===== config.mk =====
export PLATFORM = sky130hd
export DESIGN_NAME = pedr_ctrl
export DESIGN_NICKNAME = d
export VERILOG_FILES = /design/src/rtl/core/pedr_pkg.sv /design/src/rtl/core/pedr_ctrl.sv
export SDC_FILE = /design/constraint.sdc
export NUM_CORES = 1
export LEC_CHECK = 0
export BUFFER_PORTS_ARGS = -buffer_cell sky130_fd_sc_hd__buf_4
export CAP_MARGIN = 20
export CORE_MARGIN = 8
export CORE_UTILIZATION = 57
export DETAILED_ROUTE_END_ITERATION = 7
export PLACE_DENSITY = 0.95
export SLEW_MARGIN = 10
export SYNTH_ARGS = -nofsm -noshare
export SYNTH_HDL_FRONTEND = slang
export SYNTH_SLANG_ARGS = --single-unit

===== constraint.sdc =====
create_clock -name clk -period 5.5 [get_ports clk]
set_clock_uncertainty 0.1 [all_clocks]
set_input_delay 0.275 -clock clk [delete_from_list [all_inputs] [get_ports clk]]
set_output_delay 0.275 -clock clk [all_outputs]
set_load 0.05 [all_outputs]

===== src/rtl/core/pedr_pkg.sv =====
// pedr_pkg: shared widths, codes and controller/datapath structs
// for the pairwise euclidean distance row block
// no dependencies
`default_nettype none

package pedr_pkg;

  // payload field widths
  localparam int OP_W       = 1;
  localparam int PIDX_W     = 6;
  localparam int CIDX_W     = 4;
  localparam int COORD_W    = 16;
  localparam int DIST_W     = 18;
  localparam int NUMP_W     = 7;
  localparam int DIM_W      = 5;
  localparam int CFG_ADDR_W = 1;
  localparam int CFG_DATA_W = 7;

  // squared sum is unsigned Q20.16 with headroom for the coordinate count
  localparam int SUM_W      = 2 * DIST_W;
  localparam int REM_W      = DIST_W + 3;
  localparam int SQ_STEPS   = DIST_W;
  localparam int STEP_W     = 5;

  // rows and coordinates reachable through the payload fields
  localparam int ROW_CAP    = 64;
  localparam int COORD_CAP  = 16;

  localparam int DEF_MAX_POINTS = 64;
  localparam int DEF_MAX_DIM    = 16;

  // input op codes
  localparam logic [OP_W-1:0] OP_LOAD = 1'b0;
  localparam logic [OP_W-1:0] OP_ROW  = 1'b1;

  // configuration register indexes
  localparam logic [CFG_ADDR_W-1:0] REG_PT_COUNT    = 1'b0;
  localparam logic [CFG_ADDR_W-1:0] REG_COORD_COUNT = 1'b1;

  typedef struct packed {
    logic              wr_en;
    logic [PIDX_W-1:0] wr_point;
    logic [CIDX_W-1:0] wr_coord;
    logic              rd_en;
    logic [PIDX_W-1:0] rd_row;
    logic [PIDX_W-1:0] rd_col;
    logic [CIDX_W-1:0] rd_coord;
    logic              acc_clear;
    logic              sqrt_start;
    logic              sqrt_step;
    logic              out_load;
    logic [PIDX_W-1:0] out_column;
    logic              out_err;
    logic              out_last;
  } pedr_cmd_t;

  typedef struct packed {
    logic pipe_busy;
    logic out_free;
  } pedr_stat_t;

endpackage

`default_nettype wire


===== src/rtl/core/pedr_ctrl.sv =====
// pedr_ctrl: configuration registers and the row sequencer that drives
// the datapath by command struct; depends on pedr_pkg
`default_nettype none

module pedr_ctrl #(
  parameter int MAX_POINTS = pedr_pkg::DEF_MAX_POINTS,
  parameter int MAX_DIM    = pedr_pkg::DEF_MAX_DIM
) (
  input  logic                                 clk,
  input  logic                                 rst,
  input  logic                                 req_valid,
  output logic                                 req_ready,
  input  logic [pedr_pkg::OP_W-1:0]            req_op,
  input  logic [pedr_pkg::PIDX_W-1:0]          req_point,
  input  logic [pedr_pkg::CIDX_W-1:0]          req_coord,
  input  logic                                 cfg_valid,
  output logic                                 cfg_ready,
  input  logic [pedr_pkg::CFG_ADDR_W-1:0]      cfg_addr,
  input  logic [pedr_pkg::CFG_DATA_W-1:0]      cfg_data,
  input  pedr_pkg::pedr_stat_t                 stat,
  output pedr_pkg::pedr_cmd_t                  cmd
);
  import pedr_pkg::*;

  localparam int NPT  = (MAX_POINTS < ROW_CAP) ? MAX_POINTS : ROW_CAP;
  localparam int NDIM = (MAX_DIM < COORD_CAP) ? MAX_DIM : COORD_CAP;

  localparam logic [2:0] S_IDLE  = 3'd0;
  localparam logic [2:0] S_READ  = 3'd1;
  localparam logic [2:0] S_DRAIN = 3'd2;
  localparam logic [2:0] S_SQRT  = 3'd3;
  localparam logic [2:0] S_OUT   = 3'd4;
  localparam logic [2:0] S_ERR   = 3'd5;

  logic [2:0]        state;
  logic [2:0]        state_next;
  logic [PIDX_W-1:0] row;
  logic [PIDX_W-1:0] row_next;
  logic [PIDX_W-1:0] col;
  logic [PIDX_W-1:0] col_next;
  logic [CIDX_W-1:0] k;
  logic [CIDX_W-1:0] k_next;
  logic [STEP_W-1:0] step;
  logic [STEP_W-1:0] step_next;
  logic [NUMP_W-1:0] pt_count;
  logic [DIM_W-1:0]  coord_count;

  logic [NUMP_W-1:0] n_eff;
  logic [DIM_W-1:0]  d_eff;
  logic              req_xfer;
  logic              col_last;
  logic              k_last;

  assign cfg_ready = 1'b1;

  always_ff @(posedge clk) begin
    if (rst) begin
      pt_count    <= NUMP_W'(1);
      coord_count <= DIM_W'(1);
    end else if (cfg_valid) begin
      unique case (cfg_addr)
        REG_PT_COUNT:    pt_count    <= cfg_data[NUMP_W-1:0];
        REG_COORD_COUNT: coord_count <= cfg_data[DIM_W-1:0];
        default: ;
      endcase
    end
  end

  // registers saturate into the supported range
  always_comb begin
    if (pt_count == '0) begin
      n_eff = NUMP_W'(1);
    end else if (32'(pt_count) > NPT) begin
      n_eff = NUMP_W'(NPT);
    end else begin
      n_eff = pt_count;
    end
    if (coord_count == '0) begin
      d_eff = DIM_W'(1);
    end else if (32'(coord_count) > NDIM) begin
      d_eff = DIM_W'(NDIM);
    end else begin
      d_eff = coord_count;
    end
  end

  assign req_ready = (state == S_IDLE);
  assign req_xfer  = req_valid & req_ready;
  assign col_last  = ({1'b0, col} == (n_eff - NUMP_W'(1)));
  assign k_last    = ({1'b0, k} == (d_eff - DIM_W'(1)));

  always_comb begin
    state_next = state;
    row_next   = row;
    col_next   = col;
    k_next     = k;
    step_next  = step;
    cmd        = '0;
    cmd.wr_point = req_point;
    cmd.wr_coord = req_coord;
    cmd.rd_row   = row;
    cmd.rd_col   = col;
    cmd.rd_coord = k;
    cmd.out_column = col;
    unique case (state)
      S_IDLE: begin
        if (req_xfer) begin
          if (req_op == OP_LOAD) begin
            cmd.wr_en = (32'(req_point) < MAX_POINTS) && (32'(req_coord) < MAX_DIM);
          end else begin
            row_next = req_point;
            if ({1'b0, req_point} >= n_eff) begin
              state_next = S_ERR;
            end else begin
              col_next      = '0;
              k_next        = '0;
              cmd.acc_clear = 1'b1;
              state_next    = S_READ;
            end
          end
        end
      end
      S_READ: begin
        cmd.rd_en = 1'b1;
        if (k_last) begin
          k_next     = '0;
          state_next = S_DRAIN;
        end else begin
          k_next = k + CIDX_W'(1);
        end
      end
      S_DRAIN: begin
        if (!stat.pipe_busy) begin
          cmd.sqrt_start = 1'b1;
          step_next      = '0;
          state_next     = S_SQRT;
        end
      end
      S_SQRT: begin
        cmd.sqrt_step = 1'b1;
        step_next     = step + STEP_W'(1);
        if (step == STEP_W'(SQ_STEPS - 1)) begin
          state_next = S_OUT;
        end
      end
      S_OUT: begin
        if (stat.out_free) begin
          cmd.out_load = 1'b1;
          cmd.out_last = col_last;
          if (col_last) begin
            state_next = S_IDLE;
          end else begin
            col_next      = col + PIDX_W'(1);
            cmd.acc_clear = 1'b1;
            state_next    = S_READ;
          end
        end
      end
      S_ERR: begin
        if (stat.out_free) begin
          cmd.out_load   = 1'b1;
          cmd.out_column = row;
          cmd.out_err    = 1'b1;
          cmd.out_last   = 1'b1;
          state_next     = S_IDLE;
        end
      end
      default: begin
        state_next = S_IDLE;
      end
    endcase
  end

  always_ff @(posedge clk) begin
    if (rst) begin
      state <= S_IDLE;
      row   <= '0;
      col   <= '0;
      k     <= '0;
      step  <= '0;
    end else begin
      state <= state_next;
      row   <= row_next;
      col   <= col_next;
      k     <= k_next;
      step  <= step_next;
    end
  end

  a_load_when_free: assert property (@(posedge clk) disable iff (rst)
    cmd.out_load |-> stat.out_free)
    else $error("result loaded while output register still occupied");

  a_read_in_rows: assert property (@(posedge clk) disable iff (rst)
    cmd.rd_en |-> ({1'b0, cmd.rd_col} < n_eff) && ({1'b0, cmd.rd_row} < n_eff))
    else $error("point read outside rows in use");

  a_sqrt_after_drain: assert property (@(posedge clk) disable iff (rst)
    cmd.sqrt_start |-> !stat.pipe_busy && !$past(cmd.rd_en))
    else $error("square root started before accumulation finished");

  a_no_req_while_busy: assert property (@(posedge clk) disable iff (rst)
    (state == S_SQRT) |=> !req_ready)
    else $error("request taken while a column is in progress");

endmodule

`default_nettype wire


# Word-level counts from Yosys, hierarchy flattened
# Index checks and enable logic that the tools add are counted.
[totals]
regBits = 36
[op_classes]
addsub = 5
reduce_logical = 13
magnitude_cmp = 3
n_mux = 46
n_bitwise = 2
n_eq_ne = 17
[ops]
columns = ["op", "count"]
rows = [
  ["$mux 6", 5],
  ["$mux 3", 8],
  ["$mux 7", 3],
  ["$pmux 3 s6", 1],
  ["$mux 4", 4],
  ["$mux 1", 15],
  ["$mux 5", 3],
  ["$ne 2x2->1 const B", 7],
  ["$pmux 6 s2", 1],
  ["$pmux 5 s2", 1],
  ["$mux 9", 1],
  ["$pmux 4 s2", 1],
  ["$eq 6x7->1", 1],
  ["$ge 6x7->1", 1],
  ["$gt 7x7->1 const B", 1],
  ["$logic_not 7->1", 1],
  ["$reduce_and 7->1", 1],
  ["$sub 7x1->7 const B", 1],
  ["$add 6x1->6 const B", 1],
  ["$eq 3x2->1 const B", 2],
  ["$eq 3x3->1 const B", 2],
  ["$pmux 1 s2", 3],
  ["$reduce_and 2->1", 3],
  ["$reduce_and 6->1", 1],
  ["other kinds (15)", 18],
]

# Logic depth before layout (Yosys ltp)
[logic_depth]
depth_word = 8
mapped_depth = 14
ltp_nobuf = 13

# Worst setup path before layout
# Ideal clock, no wire load.
[synth_path]
path_type = "reg-to-output"
startpoint = "register state[1]"
endpoint = "output port cmd[7] in the netlist's numbering"
stages_incl_launch_ff = 8
t_arrival_ns = 2.830
required_ns = 5.125
slack_ns = 2.295
cell_sequence = "dfxtp_1 clkbuf_1 nand2b_1 or2_2 inv_1 nand2_1 inv_1 o21ai_0"
[synth_lines]
columns = ["item", "line", "rtl"]
rows = [
  ["start: declaration", "pedr_ctrl.sv:35", "logic [2:0] state;"],
  ["start signal: assignment", "pedr_ctrl.sv:182", "state <= state_next;"],
  ["end: declaration", "pedr_ctrl.sv:21", "output pedr_pkg::pedr_cmd_t cmd"],
]

==> results.cfg <==
[status]
status = complete, no violations

[timing]
whs_ns = 0.103
finalWorstSetupSlack_ns = 2.25
period_needed_ns = 3.25
rsz0062_at_grt = false
final-max-slew-violation-count = 0
hold_viol = 0
setup_tns_ns = 0
period_share = 0.591
slew-limit-headroom = 0.617
tightest_slew_ns = 0.574
max_freq_mhz = 308
setup_viol = 0

[min_path]
worstHoldPathType = in2reg

[pwr]
power_mw = 0.924
leakage_nw = 1.25
switchingPower_mw = 0.406
seqPwrFrac = 0.364
internal-power_mw = 0.518
p_per_area_nw_per_um2 = 322
pwr-share-comb = 0.441
netSwitchingFraction = 0.439
p_clk_frac = 0.195
ir_drop_mv = 0.199

[global_route]
grt_pass1_vias = 2219
grt_max_degree = 32
grt_pass1_wl_um = 10000
groute.usage.overall = 0.186
gr-total-overflow = 0
grt_antenna_before_repair = 0

[drt]
vias = 2390
wl_per_cell_um = 15.1
wl_um = 6200
routed.top_layer = met4
drc = 0
wl_met2_um = 2880
drt-met1-wl_um = 2560
drtIter0Drc = 212
ant_nets = 0
dr.pass1.iters = 5
vias_per_cell = 5.83
dr_wl_met3_um = 653

[logic_synthesis]
synth_fp_nets = 357
synth_top_family_by_area = simple AND/OR/NAND/NOR gates
ys_top_cells_by_count = nor2_1 (40), dfxtp_1 (36), nand2_1 (36)
netlist.area_leader.share = 0.287
syn_inst = 320
yosysSeqAreaShare = 0.287
yosysUniqueCellTypes = 62
ys_async_sr_fraction = 0
synthTopCellsByArea = dfxtp_1 (29%), a21oi_1 (6.6%), ha_1 (6.0%)
synth_compound_area_frac = 0.183
yosys_register_bits = 36
yosysMostFrequentCell = nor2_1
synth_top_flop_cell = dfxtp_1
synth_mux_area_frac = 0.0628
synth_xor_area_frac = 0.0279
synth_edf_count = 0
synth_fa_ha_area_frac = 0.0598
syn_area_um2 = 2510
yosysTopAreaCell = dfxtp_1
syn_area_per_cell_um2 = 7.85
synthSimpleGateAreaFrac = 0.275
yosys_warnings = 0

[floorplanning]
ioPinCount = 67
die_y_um = 82.4
std_cell_rows = 24
die-area_um2 = 6790
start_util = 0.585
die_width_um = 82.4
core_um2 = 4290

[setup_path]
crit_type = reg2out
crit_fanout = 11
end_kind = output port
cp_data_required_time_ns = 5.12
crit_path_start_kind = register
arrival_ns = 2.87

[placed_design]
place_area_um2 = 2790
portBuffers = 57
hpwl_um = 4720
dpl_worst_slack_ns = 2.62
gp_congestion = 0.958
dp.cells = 403

[clock_tree]
cts-hold-fix-buffers = 0
cts_buffer_depth = 2
postCtsSetupRepairBufs = 0
h-tree-depth = 2
cts_tree = built
root_buffer = clkbuf_8
cts_resized = 0
clk_pin_slew_ns = 0.07
cts.sinks = 36
cts_buffers = 5
clock_latency_ns = 0.29

[finish]
multi_input_area_um2 = 1530
utilization = 0.669
register_area_um2 = 721
fin_cells = 410
syn_to_final_growth_pct = 14.3
diodes = 0
drive_gt1_frac = 0.223
fillers = 357
nets = 395
design_area_um2 = 2870

[run]
drv_cap = 0
[final cells by class]
class	count	share of cell area
Inverter	13	0.0170
Clock inverter	1	0.00174
Multi-Input combinational cell	245	0.533
Clock buffer	6	0.0253
Sequential cell	36	0.251
Tap cell	52	0.0227
Timing Repair Buffer	57	0.149
[worst max-delay path, stage by stage, from the launching register on]
cell and delay, ns:
dfxtp_1 0.41, nor3_1 0.27, a21oi_1 0.14, nor2_1 0.15, inv_1 0.06, ha_1 0.25
nand4bb_1 0.11, a21oi_1 0.08, or3_2 0.44, and2_1 0.17, and3_1 0.18, nor2_1 0.09
nor2_1 0.05, buf_4 0.18
[state kept, by name (all words and copies together) (netlist names)]
register and count:
k 4, col 6, state 3, pt_count 7, step 5, coord_count 5, row 6
[placed cells by master (no fill, tap or decap), drive strengths merged, types with 6 or more instances in the layout]
| cell type | synthesis | routed |
|---|---|---|
| buf | 16 | 57 |
| nor2 | 40 | 40 |
| nand2 | 36 | 36 |
| dfxtp | 36 | 36 |
| a21oi | 33 | 33 |
| nand3 | 14 | 14 |
| ha | 12 | 12 |
| inv | 12 | 12 |
| nand2b | 10 | 10 |
| o21ai | 10 | 10 |
| nor3 | 9 | 9 |
| mux2i | 9 | 9 |
| mux2 | 6 | 6 |
| clkbuf | 9 | 6 |
[power groups by stage]
stage          sequential (mW)  combinational (mW)  clock [mW]
6_report                 0.336               0.408       0.180
4_1_cts                  0.336               0.408       0.182
3_3_place_gp             0.339               0.394           0
3_5_place_dp             0.341               0.406           0
5_1_grt                  0.343               0.440       0.193
2_1_floorplan            0.351               0.309           0
[logic make-up after synthesis]
| group | count (synthesis) |
|---|---|
| simple gates | 139 |
| mux | 15 |
| flops | 36 |
| other cells | 1 |
| fa+ha+maj | 12 |
| buf+inv | 39 |
| xor+xnor | 8 |
| compound gates | 70 |
[final timing paths]
check,startpoint,to,slack (ns),cells past startpoint
worst max-delay path,pt_count[2],cmd[0],2.25,13
worst min-delay path,cfg_data[0],pt_count[0],0.10,3
worst max register to register,pt_count[2],col[3],2.58,12
worst min register to register,step[4],step[4],0.38,1
[metal layers]
layer,vias up,global-route usage
met4,0,0.0649
met3,11,0.0487
met2,100,0.311
met1,1098,0.225
met5,-,0
li1,1181,-
No activity file was read; power rests on OpenSTA's default activity.
